**src/imus_pkg.sv**
```systemverilog
// Shared types and constants for the container parser and sample unpacker.
`timescale 1ns / 1ps
`default_nettype none
package imus_pkg;

  localparam logic [31:0] TAG_OUTER = 32'h694D5553;  // "iMUS"
  localparam logic [31:0] TAG_MAP   = 32'h4D415020;  // "MAP "
  localparam logic [31:0] TAG_FMT   = 32'h46524D54;  // "FRMT"
  localparam logic [31:0] TAG_REG   = 32'h5245474E;  // "REGN"
  localparam logic [31:0] TAG_STP   = 32'h53544F50;  // "STOP"
  localparam logic [31:0] TAG_DAT   = 32'h44415441;  // "DATA"

  localparam logic [31:0] FMT_BODY_SIZE = 32'd20;
  localparam logic [31:0] REG_BODY_SIZE = 32'd8;
  localparam logic [31:0] STP_BODY_SIZE = 32'd4;
  localparam logic [31:0] SUB_HEAD_SIZE = 32'd8;

  localparam logic [1:0] KIND_SAMPLE = 2'd0;
  localparam logic [1:0] KIND_HEADER = 2'd1;
  localparam logic [1:0] KIND_ERROR  = 2'd2;

  localparam logic [1:0] SFMT_8  = 2'd0;
  localparam logic [1:0] SFMT_12 = 2'd1;
  localparam logic [1:0] SFMT_16 = 2'd2;

  localparam logic [2:0] ERR_OUTER_TAG = 3'd0;
  localparam logic [2:0] ERR_MAP_TAG   = 3'd1;
  localparam logic [2:0] ERR_DATA_TAG  = 3'd2;
  localparam logic [2:0] ERR_FORMAT    = 3'd3;
  localparam logic [2:0] ERR_OVERRUN   = 3'd4;

  localparam int Q_DEPTH = 4;
  localparam int Q_AW    = 2;
  localparam int Q_CW    = 3;

  typedef enum logic [3:0] {
    PH_OUTER_TAG,
    PH_OUTER_SIZE,
    PH_MAP_TAG,
    PH_MAP_SIZE,
    PH_SUB_HEAD,
    PH_SUB_BODY,
    PH_DATA_TAG,
    PH_DATA_SIZE,
    PH_SAMPLES,
    PH_HALT
  } phase_t;

  typedef enum logic [1:0] {
    CMD_HDR,
    CMD_ERR,
    CMD_ONE,
    CMD_TWO
  } cmd_op_t;

  typedef struct packed {
    cmd_op_t     op;
    logic [15:0] smp_a;
    logic [15:0] smp_b;
    logic        right_a;
    logic        right_b;
    logic [1:0]  fmt;
    logic        stereo;
    logic [31:0] rate;
    logic [31:0] len;
    logic [2:0]  err;
  } cmd_t;

endpackage
`default_nettype wire

```
**src/imus_byte_if.sv**
```systemverilog
// Byte channel: one container byte per beat with a restart flag.
`timescale 1ns / 1ps
`default_nettype none
interface imus_byte_if;
  logic       valid;
  logic       ready;
  logic [7:0] data_byte;
  logic       stream_start;

  modport source (output valid, output data_byte, output stream_start, input ready);
  modport sink (input valid, input data_byte, input stream_start, output ready);
endinterface
`default_nettype wire

```
**src/imus_result_if.sv**
```systemverilog
// Result channel: one decoded sample, header report or error per beat.
`timescale 1ns / 1ps
`default_nettype none
interface imus_result_if;
  logic               valid;
  logic               ready;
  logic [1:0]         kind;
  logic signed [15:0] sample_value;
  logic               right_channel;
  logic [1:0]         format_code;
  logic               stereo;
  logic [31:0]        rate_hz;
  logic [31:0]        payload_length;
  logic [2:0]         error_code;
  logic               last_of_run;

  modport source (output valid, output kind, output sample_value, output right_channel,
                  output format_code, output stereo, output rate_hz,
                  output payload_length, output error_code, output last_of_run,
                  input ready);
  modport sink (input valid, input kind, input sample_value, input right_channel,
                input format_code, input stereo, input rate_hz,
                input payload_length, input error_code, input last_of_run,
                output ready);
endinterface
`default_nettype wire

```
**src/imus_front.sv**
```systemverilog
// Front end: byte-serial container parser that turns bytes into result commands.
`timescale 1ns / 1ps
`default_nettype none
module imus_front
  import imus_pkg::*;
(
  input  wire logic clk,
  input  wire logic rst,
  imus_byte_if.sink bytes,
  input  wire logic q_full,
  output      logic push,
  output      cmd_t push_cmd
);

  phase_t      phase, phase_next;
  logic [2:0]  fidx, fidx_next;
  logic [31:0] word, word_next;
  logic [31:0] map_left, map_left_next;
  logic [31:0] tag, tag_next;
  logic [31:0] chunk_left, chunk_left_next;
  logic [4:0]  coff, coff_next;
  logic [1:0]  sfmt, sfmt_next;
  logic [31:0] rate, rate_next;
  logic        chpair, chpair_next;
  logic [31:0] dlen, dlen_next;
  logic [1:0]  gidx, gidx_next;
  logic [15:0] held, held_next;
  logic        nright, nright_next;

  logic        acc;
  logic        start;
  logic [7:0]  b;
  // Values seen by this beat after an optional restart.
  phase_t      p_phase;
  logic [2:0]  p_fidx;
  logic [31:0] p_word, p_map, p_tag, p_chunk, p_rate;
  logic [4:0]  p_coff;
  logic [1:0]  p_sfmt, p_gidx;
  logic        p_chpair, p_nright;
  logic [15:0] p_held;

  logic [31:0] ws;
  logic [2:0]  fidx_inc;
  logic        word_done;
  logic        overrun;
  logic        bad_size;
  logic [31:0] map_after;
  logic [31:0] chunk_dec;
  logic [15:0] s12_a, s12_b;

  assign bytes.ready = !q_full;
  assign acc   = bytes.valid && !q_full;
  assign start = bytes.stream_start;
  assign b     = bytes.data_byte;

  always_comb begin
    p_phase  = start ? PH_OUTER_TAG : phase;
    p_fidx   = start ? 3'd0 : fidx;
    p_word   = start ? 32'd0 : word;
    p_map    = start ? 32'd0 : map_left;
    p_tag    = start ? 32'd0 : tag;
    p_chunk  = start ? 32'd0 : chunk_left;
    p_coff   = start ? 5'd0 : coff;
    p_sfmt   = start ? SFMT_8 : sfmt;
    p_rate   = start ? 32'd0 : rate;
    p_chpair = start ? 1'b0 : chpair;
    p_gidx   = start ? 2'd0 : gidx;
    p_held   = start ? 16'd0 : held;
    p_nright = start ? 1'b0 : nright;

    ws        = {p_word[23:0], b};
    fidx_inc  = p_fidx + 3'd1;
    word_done = (fidx_inc >= 3'd4);
    overrun   = (p_map < SUB_HEAD_SIZE) || (ws > p_map - SUB_HEAD_SIZE);
    bad_size  = ((p_tag == TAG_FMT) && (ws != FMT_BODY_SIZE)) ||
                ((p_tag == TAG_REG) && (ws != REG_BODY_SIZE)) ||
                ((p_tag == TAG_STP) && (ws != STP_BODY_SIZE));
    map_after = p_map - SUB_HEAD_SIZE - ws;
    chunk_dec = p_chunk - 32'd1;
    s12_a     = {p_held[11:8], p_held[7:0], 4'd0} ^ 16'h8000;
    s12_b     = {p_held[15:12], b, 4'd0} ^ 16'h8000;

    phase_next      = phase;
    fidx_next       = fidx;
    word_next       = word;
    map_left_next   = map_left;
    tag_next        = tag;
    chunk_left_next = chunk_left;
    coff_next       = coff;
    sfmt_next       = sfmt;
    rate_next       = rate;
    chpair_next     = chpair;
    dlen_next       = dlen;
    gidx_next       = gidx;
    held_next       = held;
    nright_next     = nright;
    push            = 1'b0;
    push_cmd        = '0;

    if (acc) begin
      phase_next      = p_phase;
      fidx_next       = p_fidx;
      word_next       = p_word;
      map_left_next   = p_map;
      tag_next        = p_tag;
      chunk_left_next = p_chunk;
      coff_next       = p_coff;
      sfmt_next       = p_sfmt;
      rate_next       = p_rate;
      chpair_next     = p_chpair;
      gidx_next       = p_gidx;
      held_next       = p_held;
      nright_next     = p_nright;
      if (start) begin
        dlen_next = 32'd0;
      end

      case (p_phase)
        PH_OUTER_TAG, PH_OUTER_SIZE, PH_MAP_TAG, PH_MAP_SIZE, PH_DATA_TAG,
        PH_DATA_SIZE: begin
          word_next = ws;
          fidx_next = word_done ? 3'd0 : fidx_inc;
          if (word_done) begin
            case (p_phase)
              PH_OUTER_TAG: begin
                if (ws != TAG_OUTER) begin
                  push = 1'b1;
                  push_cmd.op = CMD_ERR;
                  push_cmd.err = ERR_OUTER_TAG;
                  phase_next = PH_HALT;
                end else begin
                  phase_next = PH_OUTER_SIZE;
                end
              end
              PH_OUTER_SIZE: phase_next = PH_MAP_TAG;
              PH_MAP_TAG: begin
                if (ws != TAG_MAP) begin
                  push = 1'b1;
                  push_cmd.op = CMD_ERR;
                  push_cmd.err = ERR_MAP_TAG;
                  phase_next = PH_HALT;
                end else begin
                  phase_next = PH_MAP_SIZE;
                end
              end
              PH_MAP_SIZE: begin
                map_left_next = ws;
                phase_next = (ws == 32'd0) ? PH_DATA_TAG : PH_SUB_HEAD;
              end
              PH_DATA_TAG: begin
                if (ws != TAG_DAT) begin
                  push = 1'b1;
                  push_cmd.op = CMD_ERR;
                  push_cmd.err = ERR_DATA_TAG;
                  phase_next = PH_HALT;
                end else begin
                  phase_next = PH_DATA_SIZE;
                end
              end
              default: begin
                dlen_next = ws;
                push = 1'b1;
                push_cmd.op = CMD_HDR;
                push_cmd.fmt = p_sfmt;
                push_cmd.stereo = p_chpair;
                push_cmd.rate = p_rate;
                push_cmd.len = ws;
                gidx_next = 2'd0;
                held_next = 16'd0;
                nright_next = 1'b0;
                phase_next = PH_SAMPLES;
              end
            endcase
          end
        end
        PH_SUB_HEAD: begin
          word_next = ws;
          if (p_fidx == 3'd3) begin
            tag_next = ws;
          end
          if (p_fidx < 3'd7) begin
            fidx_next = fidx_inc;
          end else begin
            fidx_next = 3'd0;
            if (overrun || bad_size) begin
              push = 1'b1;
              push_cmd.op = CMD_ERR;
              push_cmd.err = overrun ? ERR_OVERRUN : ERR_FORMAT;
              phase_next = PH_HALT;
            end else begin
              map_left_next = map_after;
              chunk_left_next = ws;
              coff_next = 5'd0;
              if (ws == 32'd0) begin
                phase_next = (map_after == 32'd0) ? PH_DATA_TAG : PH_SUB_HEAD;
              end else begin
                phase_next = PH_SUB_BODY;
              end
            end
          end
        end
        PH_SUB_BODY: begin
          word_next = ws;
          if (p_coff != 5'd31) begin
            coff_next = p_coff + 5'd1;
          end
          chunk_left_next = chunk_dec;
          if (chunk_dec == 32'd0) begin
            phase_next = (p_map == 32'd0) ? PH_DATA_TAG : PH_SUB_HEAD;
          end
          if (p_tag == TAG_FMT) begin
            if (p_coff == 5'd11) begin
              if (ws == 32'd8) begin
                sfmt_next = SFMT_8;
              end else if (ws == 32'd12) begin
                sfmt_next = SFMT_12;
              end else if (ws == 32'd16) begin
                sfmt_next = SFMT_16;
              end else begin
                push = 1'b1;
                push_cmd.op = CMD_ERR;
                push_cmd.err = ERR_FORMAT;
                phase_next = PH_HALT;
              end
            end else if (p_coff == 5'd15) begin
              rate_next = ws;
            end else if (p_coff == 5'd19) begin
              if (ws == 32'd1) begin
                chpair_next = 1'b0;
              end else if (ws == 32'd2) begin
                chpair_next = 1'b1;
              end else begin
                push = 1'b1;
                push_cmd.op = CMD_ERR;
                push_cmd.err = ERR_FORMAT;
                phase_next = PH_HALT;
              end
            end
          end
        end
        PH_SAMPLES: begin
          push_cmd.fmt = p_sfmt;
          push_cmd.right_a = p_chpair & p_nright;
          push_cmd.right_b = p_chpair & (p_nright ^ p_chpair);
          if (p_sfmt == SFMT_12) begin
            if (p_gidx == 2'd0) begin
              held_next = {8'd0, b};
              gidx_next = 2'd1;
            end else if (p_gidx == 2'd1) begin
              held_next = {b, p_held[7:0]};
              gidx_next = 2'd2;
            end else begin
              push = 1'b1;
              push_cmd.op = CMD_TWO;
              push_cmd.smp_a = s12_a;
              push_cmd.smp_b = s12_b;
              gidx_next = 2'd0;
            end
          end else if (p_sfmt == SFMT_16) begin
            if (p_gidx == 2'd0) begin
              held_next = {8'd0, b};
              gidx_next = 2'd1;
            end else begin
              push = 1'b1;
              push_cmd.op = CMD_ONE;
              push_cmd.smp_a = {p_held[7:0], b};
              nright_next = p_nright ^ p_chpair;
              gidx_next = 2'd0;
            end
          end else begin
            push = 1'b1;
            push_cmd.op = CMD_ONE;
            push_cmd.smp_a = {b ^ 8'h80, 8'd0};
            nright_next = p_nright ^ p_chpair;
          end
        end
        default: begin
        end
      endcase
    end
  end

  always_ff @(posedge clk) begin
    if (rst) begin
      phase      <= PH_OUTER_TAG;
      fidx       <= 3'd0;
      word       <= 32'd0;
      map_left   <= 32'd0;
      tag        <= 32'd0;
      chunk_left <= 32'd0;
      coff       <= 5'd0;
      sfmt       <= SFMT_8;
      rate       <= 32'd0;
      chpair     <= 1'b0;
      dlen       <= 32'd0;
      gidx       <= 2'd0;
      held       <= 16'd0;
      nright     <= 1'b0;
    end else begin
      phase      <= phase_next;
      fidx       <= fidx_next;
      word       <= word_next;
      map_left   <= map_left_next;
      tag        <= tag_next;
      chunk_left <= chunk_left_next;
      coff       <= coff_next;
      sfmt       <= sfmt_next;
      rate       <= rate_next;
      chpair     <= chpair_next;
      dlen       <= dlen_next;
      gidx       <= gidx_next;
      held       <= held_next;
      nright     <= nright_next;
    end
  end

endmodule
`default_nettype wire

```
**src/imus_cmd_q.sv**
```systemverilog
// Short command queue between the parser and the result stage.
`timescale 1ns / 1ps
`default_nettype none
module imus_cmd_q
  import imus_pkg::*;
(
  input  wire logic clk,
  input  wire logic rst,
  input  wire logic push,
  input  wire cmd_t push_cmd,
  input  wire logic pop,
  output      cmd_t head,
  output      logic not_empty,
  output      logic full
);

  cmd_t            entries [Q_DEPTH];
  logic [Q_AW-1:0] wptr;
  logic [Q_AW-1:0] rptr;
  logic [Q_CW-1:0] count;

  assign head      = entries[rptr];
  assign not_empty = (count != '0);
  assign full      = (count == Q_CW'(Q_DEPTH));

  always_ff @(posedge clk) begin
    if (push) begin
      entries[wptr] <= push_cmd;
    end
  end

  always_ff @(posedge clk) begin
    if (rst) begin
      wptr  <= '0;
      rptr  <= '0;
      count <= '0;
    end else begin
      if (push) begin
        wptr <= wptr + 1'b1;
      end
      if (pop) begin
        rptr <= rptr + 1'b1;
      end
      if (push && !pop) begin
        count <= count + 1'b1;
      end else if (pop && !push) begin
        count <= count - 1'b1;
      end
    end
  end

endmodule
`default_nettype wire

```
**src/imus_back.sv**
```systemverilog
// Back end: expands queued commands into result beats held in an output register.
`timescale 1ns / 1ps
`default_nettype none
module imus_back
  import imus_pkg::*;
(
  input  wire logic clk,
  input  wire logic rst,
  input  wire cmd_t head,
  input  wire logic not_empty,
  output      logic pop,
  imus_result_if.source results
);

  logic out_valid;
  logic pend;
  logic load;

  assign results.valid = out_valid;
  assign load = !out_valid || results.ready;
  // A two-sample command stays at the head until its second beat is loaded.
  assign pop  = load && (pend || (not_empty && head.op != CMD_TWO));

  always_ff @(posedge clk) begin
    if (rst) begin
      out_valid <= 1'b0;
      pend      <= 1'b0;
    end else if (load) begin
      if (pend) begin
        out_valid <= 1'b1;
        pend      <= 1'b0;
      end else begin
        out_valid <= not_empty;
        pend      <= not_empty && (head.op == CMD_TWO);
      end
    end
  end

  always_ff @(posedge clk) begin
    if (load && (pend || not_empty)) begin
      results.kind           <= KIND_SAMPLE;
      results.sample_value   <= '0;
      results.right_channel  <= 1'b0;
      results.format_code    <= SFMT_8;
      results.stereo         <= 1'b0;
      results.rate_hz        <= '0;
      results.payload_length <= '0;
      results.error_code     <= ERR_OUTER_TAG;
      results.last_of_run    <= 1'b1;
      if (pend) begin
        results.sample_value  <= head.smp_b;
        results.right_channel <= head.right_b;
        results.format_code   <= head.fmt;
      end else begin
        case (head.op)
          CMD_HDR: begin
            results.kind           <= KIND_HEADER;
            results.format_code    <= head.fmt;
            results.stereo         <= head.stereo;
            results.rate_hz        <= head.rate;
            results.payload_length <= head.len;
          end
          CMD_ERR: begin
            results.kind       <= KIND_ERROR;
            results.error_code <= head.err;
          end
          CMD_TWO: begin
            results.sample_value  <= head.smp_a;
            results.right_channel <= head.right_a;
            results.format_code   <= head.fmt;
            results.last_of_run   <= 1'b0;
          end
          default: begin
            results.sample_value  <= head.smp_a;
            results.right_channel <= head.right_a;
            results.format_code   <= head.fmt;
          end
        endcase
      end
    end
  end

endmodule
`default_nettype wire

```
**src/imus_chunk_parse_pcm_unpack_core.sv**
```systemverilog
// Top level of the byte-serial container parser and PCM sample unpacker.
//
// The bytes channel takes one container byte per beat; stream_start on a beat
// restarts parsing with that byte as the first byte of the outer tag. The
// results channel gives one result per beat: a sample, the header report once
// the DATA length is read, or an error, after which bytes are dropped until
// the next stream_start. last_of_run marks the final result of a byte.
// Throughput is one byte per cycle while the command queue is not full; a
// 12-bit group yields two results on its third byte, which the result stage
// sends one after the other. A byte's first result passes through the
// command queue and the output register on its way to the results channel.
// The parser pushes into a four-entry command queue; while the receiver
// stalls, the queue fills and bytes ready drops only when it is full.
// Reset (synchronous, active high) returns the parser to the outer tag with
// mono 8-bit defaults and empties the queue and the output register.
`timescale 1ns / 1ps
`default_nettype none
module imus_chunk_parse_pcm_unpack_core
  import imus_pkg::*;
(
  input  wire logic clk,
  input  wire logic rst,
  imus_byte_if.sink bytes,
  imus_result_if.source results
);

  logic push;
  cmd_t push_cmd;
  logic pop;
  cmd_t head;
  logic not_empty;
  logic full;

  imus_front u_front (
    .clk      (clk),
    .rst      (rst),
    .bytes    (bytes),
    .q_full   (full),
    .push     (push),
    .push_cmd (push_cmd)
  );

  imus_cmd_q u_queue (
    .clk       (clk),
    .rst       (rst),
    .push      (push),
    .push_cmd  (push_cmd),
    .pop       (pop),
    .head      (head),
    .not_empty (not_empty),
    .full      (full)
  );

  imus_back u_back (
    .clk       (clk),
    .rst       (rst),
    .head      (head),
    .not_empty (not_empty),
    .pop       (pop),
    .results   (results)
  );

endmodule
`default_nettype wire

```
**src/flat_wrapper.sv**
```systemverilog
// flat-port wrapper written by rule: the top's interface ports become plain ports
module imus_chunk_parse_pcm_unpack_core_flat import imus_pkg::*;
  (clk, rst, bytes_valid, bytes_data_byte, bytes_stream_start, bytes_ready, results_valid, results_kind, results_sample_value, results_right_channel, results_format_code, results_stereo, results_rate_hz, results_payload_length, results_error_code, results_last_of_run, results_ready);
  imus_byte_if bytes_i ();
  imus_result_if results_i ();
  input  wire logic clk;
  input  wire logic rst;
  input wire logic [$bits(bytes_i.valid)-1:0] bytes_valid;
  input wire logic [$bits(bytes_i.data_byte)-1:0] bytes_data_byte;
  input wire logic [$bits(bytes_i.stream_start)-1:0] bytes_stream_start;
  output wire logic [$bits(bytes_i.ready)-1:0] bytes_ready;
  output wire logic [$bits(results_i.valid)-1:0] results_valid;
  output wire logic [$bits(results_i.kind)-1:0] results_kind;
  output wire logic [$bits(results_i.sample_value)-1:0] results_sample_value;
  output wire logic [$bits(results_i.right_channel)-1:0] results_right_channel;
  output wire logic [$bits(results_i.format_code)-1:0] results_format_code;
  output wire logic [$bits(results_i.stereo)-1:0] results_stereo;
  output wire logic [$bits(results_i.rate_hz)-1:0] results_rate_hz;
  output wire logic [$bits(results_i.payload_length)-1:0] results_payload_length;
  output wire logic [$bits(results_i.error_code)-1:0] results_error_code;
  output wire logic [$bits(results_i.last_of_run)-1:0] results_last_of_run;
  input wire logic [$bits(results_i.ready)-1:0] results_ready;
  assign bytes_i.valid = bytes_valid;
  assign bytes_i.data_byte = bytes_data_byte;
  assign bytes_i.stream_start = bytes_stream_start;
  assign bytes_ready = bytes_i.ready;
  assign results_valid = results_i.valid;
  assign results_kind = results_i.kind;
  assign results_sample_value = results_i.sample_value;
  assign results_right_channel = results_i.right_channel;
  assign results_format_code = results_i.format_code;
  assign results_stereo = results_i.stereo;
  assign results_rate_hz = results_i.rate_hz;
  assign results_payload_length = results_i.payload_length;
  assign results_error_code = results_i.error_code;
  assign results_last_of_run = results_i.last_of_run;
  assign results_i.ready = results_ready;
  imus_chunk_parse_pcm_unpack_core u_core (.clk(clk), .rst(rst), .bytes(bytes_i), .results(results_i));
endmodule
```
**config.mk**
```make
export PLATFORM = sky130hd
export DESIGN_NAME = imus_chunk_parse_pcm_unpack_core_flat
export DESIGN_NICKNAME = d
export VERILOG_FILES = /design/src/imus_pkg.sv /design/src/imus_byte_if.sv /design/src/imus_result_if.sv /design/src/imus_front.sv /design/src/imus_cmd_q.sv /design/src/imus_back.sv /design/src/imus_chunk_parse_pcm_unpack_core.sv /design/src/flat_wrapper.sv
export SDC_FILE = /design/constraint.sdc
export NUM_CORES = 1
export LEC_CHECK = 0
export BUFFER_PORTS_ARGS = -buffer_cell sky130_fd_sc_hd__buf_4
export CAP_MARGIN = 20
export CORE_MARGIN = 2
export CORE_UTILIZATION = 60
export CTS_CLUSTER_SIZE = 12
export DETAILED_ROUTE_END_ITERATION = 16
export PLACE_DENSITY = 0.8
export SKIP_LAST_GASP = 1
export SYNTH_ARGS = -nofsm -noshare
export SYNTH_HDL_FRONTEND = slang
export SYNTH_SLANG_ARGS = --single-unit
```
**constraint.sdc**
```tcl
create_clock -name clk -period 23.5 [get_ports clk]
set_clock_uncertainty 0.1 [all_clocks]
set_input_delay 1.175 -clock clk [delete_from_list [all_inputs] [get_ports clk]]
set_output_delay 1.175 -clock clk [all_outputs]
set_load 0.1 [all_outputs]
```
-- After elaboration in Yosys (flattened, before gate mapping)
Memory sizes are Yosys's and may differ from the RTL's. A register that Yosys moved wholly into a read port is not among the register bits.
Cells that the tools add are included.
- register bits: 285
- bits in writable memories: 424
- input bits: 13
- output and inout bits: 92
- logic and storage cells: 296
- memories: 1
- memory list (memory ; depth ; bits a word ; read ports ; clocked after memory_dff ; wr ports ; line ; RTL):
    u_core.u_queue.entries ; 4 ; 106 ; 1 ; 1 ; 1 ; imus_cmd_q.sv:17 ; cmd_t entries [Q_DEPTH];
- $add $sub $neg: 9
- magnitude comparators: 4
- equal/unequal tests: 34
- mux-type cells: 176
- bitwise operators: 8
- reductions and logical operators: 37
- operators with widths (operator ; count):
    32-bit 2-to-1 mux ; 16
    16-bit 2-to-1 mux ; 11
    32-bit zero test ; 4
    32-bit case mux with 2 select lines ; 2
    106-bit 2-to-1 mux ; 1
    34-bit 2-to-1 mux ; 3
    32-bit by 31-bit equality test with 1-bit output, second input constant ; 3
    32-bit by 31-bit inequality test with 1-bit output, second input constant ; 3
    70-bit 2-to-1 mux ; 1
    4-bit 2-to-1 mux ; 17
    67-bit 2-to-1 mux ; 1
    65-bit 2-to-1 mux ; 1
    32-bit by 4-bit equality test with 1-bit output, second input constant ; 2
    2-bit 2-to-1 mux ; 32
    1-bit 2-to-1 mux ; 57
    18-bit 2-to-1 mux ; 3
    24-bit 2-to-1 mux ; 2
    32-bit by 1-bit equality test with 1-bit output, second input constant ; 1
    32-bit by 2-bit equality test with 1-bit output, second input constant ; 1
    32-bit by 5-bit equality test with 1-bit output, second input constant ; 1
    32-bit > comparator ; 1
    32-bit by 4-bit less-than comparator with 1-bit output, second input constant ; 1
    32-bit by 3-bit inequality test with 1-bit output, second input constant ; 1
    32-bit by 4-bit inequality test with 1-bit output, second input constant ; 1
    other kinds (49) ; 102

-- Depth between registers and ports, before layout
Gate-level depths: netlist (run 1).
- depth in word-level cells: 14
- depth in mapped cells: 29

-- By module
A second synthesis (run 1) with hierarchy kept.
- cell total of the unflattened synthesis: 2747
- area total of the unflattened synthesis: 32960.4 um2
- modules (own cells, without submodules) (module ; times used ; cells each ; area an instance (um2)):
    imus_cmd_q ; 1 ; 598 ; 15718.8
    imus_front ; 1 ; 1946 ; 13760.7
    imus_back ; 1 ; 203 ; 3480.8

-- Least setup slack after synthesis (run 1)
Ideal clock, no wire load.
- path type: in2reg
- from: input port bytes_stream_start
- to: memory u_core.u_queue.entries[0][0] in the netlist's numbering, enable pin
- arrival time: 7667 ps
- required time: 22928 ps
- slack: 15260 ps
- cell stages on the path: 24
- path through: inv_1 clkbuf_1 clkbuf_1 buf_1 nand2_1 ha_1 o21a_1 o21a_1 o21ai_1 nor2_1 o21ai_0 o21bai_1 o311a_1 ha_1 clkbuf_1 a21o_1 a21o_1 a21oi_1 o21ai_0 a21oi_1 nand2b_4 o31ai_4 nor2_2 and2_1
- cells in the longest elaborated chain, start to end: 12
- elaborated cells on any way between the ends: 78
- those cells by class: add/sub: 2; order compare: 4; eq/ne: 28; mux: 33; reduce/logical: 11
- RTL lines (element ; line ; RTL):
    start, declared ; flat_wrapper.sv:10 ; input wire logic [$bits(bytes_i.stream_start)-1:0] bytes_stream_start;
    parallel branches: the longest is 8 deep, another holds 32-bit by 4-bit subtractor with 32-bit output ; -- ;
    1-bit case mux with 4 select lines (*) ; imus_front.sv:118 ; case (p_phase)
    1-bit 2-to-1 mux (*) ; imus_front.sv:100 ; if (acc) begin
    net u_core.push ; imus_chunk_parse_pcm_unpack_core.sv:27 ; logic push;
    1-bit 2-to-1 mux (*) ; imus_cmd_q.sv:27 ; if (push) begin
    1-bit 2-to-1 mux (not written as such) (*) ; imus_cmd_q.sv:28 ; entries[wptr] <= push_cmd;
    end, declared ; imus_cmd_q.sv:17 ;
Mark *: on every way through the listed nets, which the timed path passes.

-- Final worst setup path (run 1)
- from: input port bytes_stream_start
- to: memory u_core.u_queue.entries[1][16] in the netlist's numbering, enable pin
The elaborated chain is that of the path after synthesis.

==> summary.txt, run 1 <==
outcome: complete, no violations
Hold Startpoint: u_core.u_front.rate[17]
Rel. slew slack: 25.0%
setup bufs post-CTS: 0
final non-filler cell total: 3758
first-pass GRT wire length: 147 mm
Hold Violations, Final: 0
CTS root buf: clkbuf_16
Clock Sinks: 695
Worst Hold Path EP: u_core.u_front.rate[17]
Worst Tran Pin Value: 1.12 ns
GRT Total Usage: 33.5%
total number of vias: 25868
synthesized area: 0.0336 mm²
layout cell share with drive strength beyond 1: 13.8%
final WL: 97.4 mm
Crit. End Element: flop
crit-path leading delay family: compound AO/OA/AOI/OAI gates
nets@finish: 3016
r2r endpoint: u_core.u_queue.entries[1][16]
Hold Path Depth: 2
clk buf depth: 3
CTS Hold Bufs: 0
GR peak layer: met2
Tcrit/Tclk final: 32.9%
critical path cell sequence: buf_4 -> inv_2 -> buf_4 -> nand2_1 -> ha_1 -> o21a_1 -> o21a_1 -> o21ai_1 -> nor2_1 -> o21ai_0 -> o311a_1 -> ha_1 -> a21o_1 -> a21o_1 -> a21oi_1 -> o21ai_0 -> a21oi_1 -> nand2b_4 -> o31ai_4 -> nor2_2 -> and2_4 -> buf_4
CP Class: in2reg
Mapped Cells: 2955
Reg clk slew, reported paths: 0.06 ns
RSZ-0062 raised after global routing: no
Buffers on Ports: 104
Synth area leaders: edfxtp_1, dfxtp_1, mux4_2
PD cells: 107 mW/mm²
CP max stage delay: 0.81 ns
cell taking the most area after synthesis: edfxtp_1
grt met3 use: 6.31%
LEAKAGE: 13.3 nW
synthesis-to-layout area growth: 10.2%
Buf/Inv on CP: 4
Rows: 86
synthesized flop and latch total: 695
CORE AREA: 0.0552 mm²
syn_area_per_cell: 11.4 µm²
minimum clock period: 7.74 ns
initial DRC count: 3944
chip height: 241 µm
pin count of the biggest net entering global routing: 88
number of top-level pins: 105
global routing usage on met2: 53.5%
Fmax achieved: 0.129 GHz
initial antenna violation count: 1
vias in the first global route: 24578
worst reg2reg setup slack: 16.55 ns
total grt overflow: 0
die extent in x: 241 µm
Post-synth EDFFs: 498
hpwl dp: 61.8 mm
Slew Viols, Final: 0
drt first pass iters: 8
worst r2r path cells: 19
GP Congestion: 0.970
VDD IR max: 111 µV
Hold Crit Class: reg2reg
TNS Setup: 0 ns
Worst-Skew Late Latency: 0.62 ns
Final setup viols: 0
DIE AREA: 0.0579 mm²
cell mode on critical path: buf_4
syn_nets: 3015
Post-DRT Antenna Nets: 0
CTS tree: done
r2r startpoint: u_core.u_front.map_left[8]
GR met1 Demand/Resource: 44.8%
initial core utilization: 60.9%
Req. time, crit path: 23.64 ns
cts repair resizes: 0
Inst Count DP: 3627
Async SR Flop Fraction: 0%
Crit Path Max Fanout: 57
yosys synthesis warning count: 0
CP Launch Type: input pin
Most used DFF post-synth: edfxtp_1
DRC: 0
TritonCTS Buffers: 73
Synth top area share: 44.5%
Unique masters post-synth: 107
number of max-cap violations: 0
wire length per cell: 25.9 µm
H-tree Lvls: 3
Arr. time, crit path: 7.88 ns
via/cell ratio: 6.88
Seq/Total Area, Yosys: 56.2%
critical path's slowest cell: buf_4
Antenna Cells: 0
## cell usage in the layout (no fill, tap or decap), drive strengths merged, types with 33 or more instances in the layout
cell type and n:
edfxtp 498, nor3 88, nand4 33, a22oi 106, buf 146, dfxtp 197
nor2b 124, a211oi 38, mux4 98, nand3 34, ha 45, a31oi 34
o21ai 159, clkbuf 113, nor4 40, inv 60, a21oi 172, nand2 262
nor2 291, and3 60
## metrics by stage
| stage | power [W] | utilization (%) | setup slack, ns | area (µm²) | hold WS [ns] |
|---|---|---|---|---|---|
| after floorplan | 0.00260 | - | 15.26 | 33600 | 0.327 |
| after global placement | 0.00288 | 63.0 | 15.46 | 34800 | 0.341 |
| after detailed placement | 0.00290 | 63.0 | 15.31 | 34800 | 0.349 |
| after CTS | 0.00397 | 67.0 | 15.92 | 37000 | 0.366 |
| after global routing | 0.00410 | 67.1 | 15.35 | 37000 | 0.388 |
| final | 0.00398 | 67.1 | 15.76 | 37000 | 0.366 |
## area by class of cell
class | instances | area, µm²
clock buffers | 113 | 2060
clock inverters | 16 | 139
fillers | 3918 | 18200
inverters | 58 | 218
multi-input cells | 1982 | 13600
flip-flops and latches | 695 | 18900
well taps | 748 | 936
repair buffers | 146 | 1120
## worst max path at each step
| stage | start | endpoint | cells past startpoint |
|---|---|---|---|
| final | bytes_stream_start | u_core.u_queue.entries[1][16] | 22 |
| after global routing | bytes_stream_start | u_core.u_queue.entries[0][35] | 22 |
| after CTS | bytes_stream_start | u_core.u_queue.entries[1][9] | 22 |
| after detailed placement | bytes_stream_start | u_core.u_queue.entries[1][19] | 22 |
| after global placement | bytes_stream_start | u_core.u_queue.entries[1][19] | 22 |
| after floorplan | bytes_stream_start | u_core.u_queue.entries[0][0] | 24 |
## synth_stat cells (18+ instances only)
cell type,n
edfxtp_1,498
nor2_1,289
nand2_1,262
dfxtp_1,197
a21oi_1,169
clkbuf_1,162
o21ai_0,151
nor2b_1,124
a22oi_1,106
mux4_2,98
nor3_1,85
and3_1,60
inv_1,58
ha_1,45
a211oi_1,38
a31oi_1,33
nand3_1,33
nand4_1,32
nor4_1,31
buf_2,26
xnor2_1,25
buf_1,24
and2_1,22
mux2i_1,22
a21o_1,21
or3_1,21
o2bb2ai_1,19
o21a_1,18
## worst register-to-register path: cells and delay by family, from the launching register on
kind | cells | cell delay (ns)
AO/OA/AOI/OAI | 10 | 2.19
AND/OR/NAND/NOR | 7 | 2.57
buffers and inverters | 1 | 0.87
adder cells (fa/ha/maj) | 1 | 0.42
flip-flops | 1 | 0.38
## flip-flops by register name, summed over array words and instances (netlist names), 5 cells and up, named ones only
register / cells
u_core.u_queue.entries: 408
u_core.u_back.results.payload_length: 32
u_core.u_back.results.rate_hz: 32
u_core.u_front.chunk_left: 32
u_core.u_front.map_left: 32
u_core.u_front.rate: 32
u_core.u_front.tag: 32
u_core.u_front.word: 24
u_core.u_back.results.sample_value: 16
u_core.u_front.held: 16
u_core.u_front.coff: 5
## cell families after synthesis
| kind of cell | share of synthesized area, % |
|---|---|
| AO/OA/AOI/OAI | 14.1 |
| XOR/XNOR | 1.07 |
| adder cells (fa/ha/maj) | 1.79 |
| buffers and inverters | 3.35 |
| flip-flops | 56.2 |
| multiplexers | 7.34 |
| AND/OR/NAND/NOR | 16.1 |
## layer usage
layer	vias up	part of all wire [%]
li1	11177	-
met1	12685	38
met2	1675	47
met3	329	10
met4	2	4.6
met5	-	0.010
## where the power goes
group          leakage [nW]  switching (W)  internal, W
combinational          5.05        0.00109     0.000316
clock                  1.06       0.000472     0.000609
sequential             7.23      0.0000622      0.00143
total                  13.3        0.00162      0.00235
Power figures use the tool's default switching activity.
==> inputs of run 2 (changes only) <==
CORE_UTILIZATION = 57   (was 60)
clock period = 6.3 ns   (was 23.5 ns; I/O delays follow)
==> summary.txt, run 2 (synthesized netlist as in run 1, its figures left out) <==
CTS root buf: clkbuf_16
initial antenna violation count: 1 (unchanged)
Buffers on Ports: 104 (unchanged)
DRC: 0 (unchanged)
r2r endpoint: u_core.u_front.map_left[10]
hpwl dp: 63.3 mm (+2.4%)
critical path cell sequence: or3_1 -> or3_1 -> nor2_1 -> o21a_1 -> buf_4 -> a21oi_1 -> a311oi_1 -> ha_1 -> and3_1 -> nand2_1 -> or3_1 -> o211ai_2 -> a21oi_1 -> nand2b_4 -> buf_4 -> nor3_2 -> buf_4 -> a31oi_1 -> a211oi_1
Worst Tran Pin Value: 1.14 ns (+0.0195 ns)
most common cell after layout, fill and taps aside: edfxtp_1
Final WS setup: 0.359 ns (-15.40 ns)
LEAKAGE: 13.6 nW (+1.8%)
DP Worst Slack: 0.251 ns (-15.06 ns)
internal power: 0.00891 W (+280%)
Clock Sinks: 695 (unchanged)
Req. time, crit path: 6.72 ns (-16.92 ns)
Gate power share: 35.4% (about the same)
final core occ: 64.6% (-2.4 points)
most frequent cells in the layout: edfxtp_1, nor2_1, nand2_1, dfxtp_1, a21oi_1
die extent in x: 247 µm (+2.6%)
Crit. End Element: flop
GP Congestion: 0.937 (-3.3%)
Tcrit/Tclk final: 94.3%
wire length per cell: 26.2 µm (+0.97%)
CP Class: reg2reg
via/cell ratio: 6.83 (-0.82%)
TNS Setup: 0 ns (unchanged)
Reg clk slew, reported paths: 0.06 ns (about the same)
critical path's slowest cell: nor3_2
total grt overflow: 0 (unchanged)
Hold Violations, Final: 0 (unchanged)
minimum clock period: 5.94 ns
vias in the first global route: 24691 (+0.46%)
max layer used: met5
Rel. slew slack: 23.5% (-1.5 points)
Hold Crit Class: in2reg
max reg flops: 408 (unchanged)
switching share of total power: 40.7% (-0.10 points)
total number of vias: 25991 (+0.48%)
Slew Viols, Final: 0 (unchanged)
wl on met1: 39.0 mm (+5.3%)
initial core utilization: 57.9% (-3.0 points)
Hold Startpoint: bytes_data_byte[2]
Final setup viols: 0 (unchanged)
sequential fraction of design power: 37.0% (-0.5 points)
outcome: complete, no violations
first-pass GRT wire length: 151 mm (+2.4%)
Psw: 0.00612 W (+280%)
number of top-level pins: 105 (unchanged)
worst r2r path cells: 19 (unchanged)
Arr. time, crit path: 6.36 ns (-1.52 ns)
H-tree Lvls: 3 (unchanged)
GRT Total Usage: 32.6% (-0.91 points)
synthesis-to-layout area growth: 11.6%
Worst Hold Path EP: u_core.u_front.word[2]
drt first pass iters: 7 (-1)
WL met2: 47.2 mm (+2.7%)
RSZ-0062 raised after global routing: no
Post-DRT Antenna Nets: 0 (unchanged)
Antenna Cells: 0 (unchanged)
Hold Path Depth: 3 (+1)
CP Launch Type: flop
Fmax achieved: 0.168 GHz
worst reg2reg setup slack: 0.36 ns (-16.19 ns)
Top reg by flops: u_core.u_queue.entries
Crit Path Max Fanout: 22 (-61%)
clk buf depth: 3 (unchanged)
CORE AREA: 0.0580 mm² (+5.1%)
DIE AREA: 0.0609 mm² (+5.2%)
Worst-Skew Late Latency: 0.62 ns (about the same)
chip height: 247 µm (+2.6%)
pin count of the biggest net entering global routing: 100 (+14%)
layout cell share with drive strength beyond 1: 14.7% (+0.94 points)
VDD IR max: 638 µV (+480%)
Rows: 88 (+2.3%)
TritonCTS Buffers: 73 (unchanged)
r2r startpoint: u_core.u_front.map_left[8]
Buf/Inv on CP: 3 (-1)
crit-path leading delay family: simple AND/OR/NAND/NOR gates
initial DRC count: 3535 (-10%)
number of max-cap violations: 0 (unchanged)
PD cells: 401 mW/mm² (+270%)
fraction of power consumed by the clock network: 27.7% (+0.5 points)
nets@finish: 3050 (+1.1%)
final WL: 99.7 mm (+2.3%)
routed length on met3: 9.20 mm (-8.5%)
CTS tree: done
CP max stage delay: 0.94 ns (+0.13 ns)
## run 2: cell count changes in the layout (fill, tap and decap cells not counted), moves of 2 or more
cell / previous run / this run
buf_4: 144 / 165
inv_6: 0 / 2
clkinv_1: 1 / 4
clkbuf_16: 75 / 78
dlygate4sd3_1: 0 / 4
buf_12: 0 / 7
clkbuf_2: 0 / 2
clkbuf_1: 33 / 25
clkinv_2: 8 / 5
clkbuf_8: 4 / 6
## run 2: final cells by class
class | instances | area [µm²]
Fill cell | 4157 | 20500
Sequential cell | 695 | 18900
Multi-Input combinational cell | 1982 | 13600
Clock buffer | 110 | 2110
Timing Repair Buffer | 180 | 1510
Tap cell | 765 | 957
Inverter | 58 | 218
Clock inverter | 17 | 159
## run 2: repair_timing
item                       in CTS  in global routing
buffers inserted                0                  0
hold endpoints to repair        4                  0
resized for setup               0                  2
hold buffers                    4                  0
setup endpoints to repair       0                  3
## run 2: worst reg2reg max path: cells and delay by family (launching register included)
kind / cells / cell delay, ns
buf+inv: 3 / 0.82
simple gates: 8 / 2.83
flops: 1 / 0.37
compound gates: 7 / 1.39
fa+ha+maj: 1 / 0.32
## run 2: power by group through the flow
stage               Combinational [W]  Clock [W]  Sequential [W]
detailed placement            0.00523          0         0.00563
global route                  0.00556    0.00436         0.00559
finish                        0.00532    0.00416         0.00556
floorplan                     0.00196          0         0.00771
global placement              0.00516          0         0.00561
CTS                           0.00526    0.00419         0.00556
## run 2: worst max path at each step
| stage | cells past startpoint | start | endpoint |
|---|---|---|---|
| finish | 19 | u_core.u_front.map_left[8] | u_core.u_front.map_left[10] |
| CTS | 23 | u_core.u_front.map_left[8] | u_core.u_queue.count[2] |
| global placement | 23 | u_core.u_front.map_left[8] | u_core.u_queue.count[2] |
| floorplan | 24 | bytes_stream_start | u_core.u_queue.entries[0][0] |
| global route | 23 | u_core.u_front.map_left[8] | u_core.u_queue.count[2] |
| detailed placement | 23 | u_core.u_front.map_left[8] | u_core.u_queue.count[2] |
## run 2: per-stage QoR
step / total power, W / std cells / cell area [µm²] / hold WS [ns]
floorplan: 0.00966 / 2955 / 33600 / 0.327
CTS: 0.0150 / 3803 / 37400 / 0.00650
detailed placement: 0.0109 / 3672 / 35100 / 0.341
global placement: 0.0108 / 3672 / 35100 / 0.340
finish: 0.0150 / 3807 / 37500 / 0.0245
global route: 0.0155 / 3807 / 37500 / 0.0359
## run 2: metal layers
metal / up-vias / global-route usage [%]
li1: 11249 / -
met1: 12838 / 44.5
met2: 1611 / 51.9
met3: 291 / 5.05
met4: 2 / 14.2
met5: - / 0
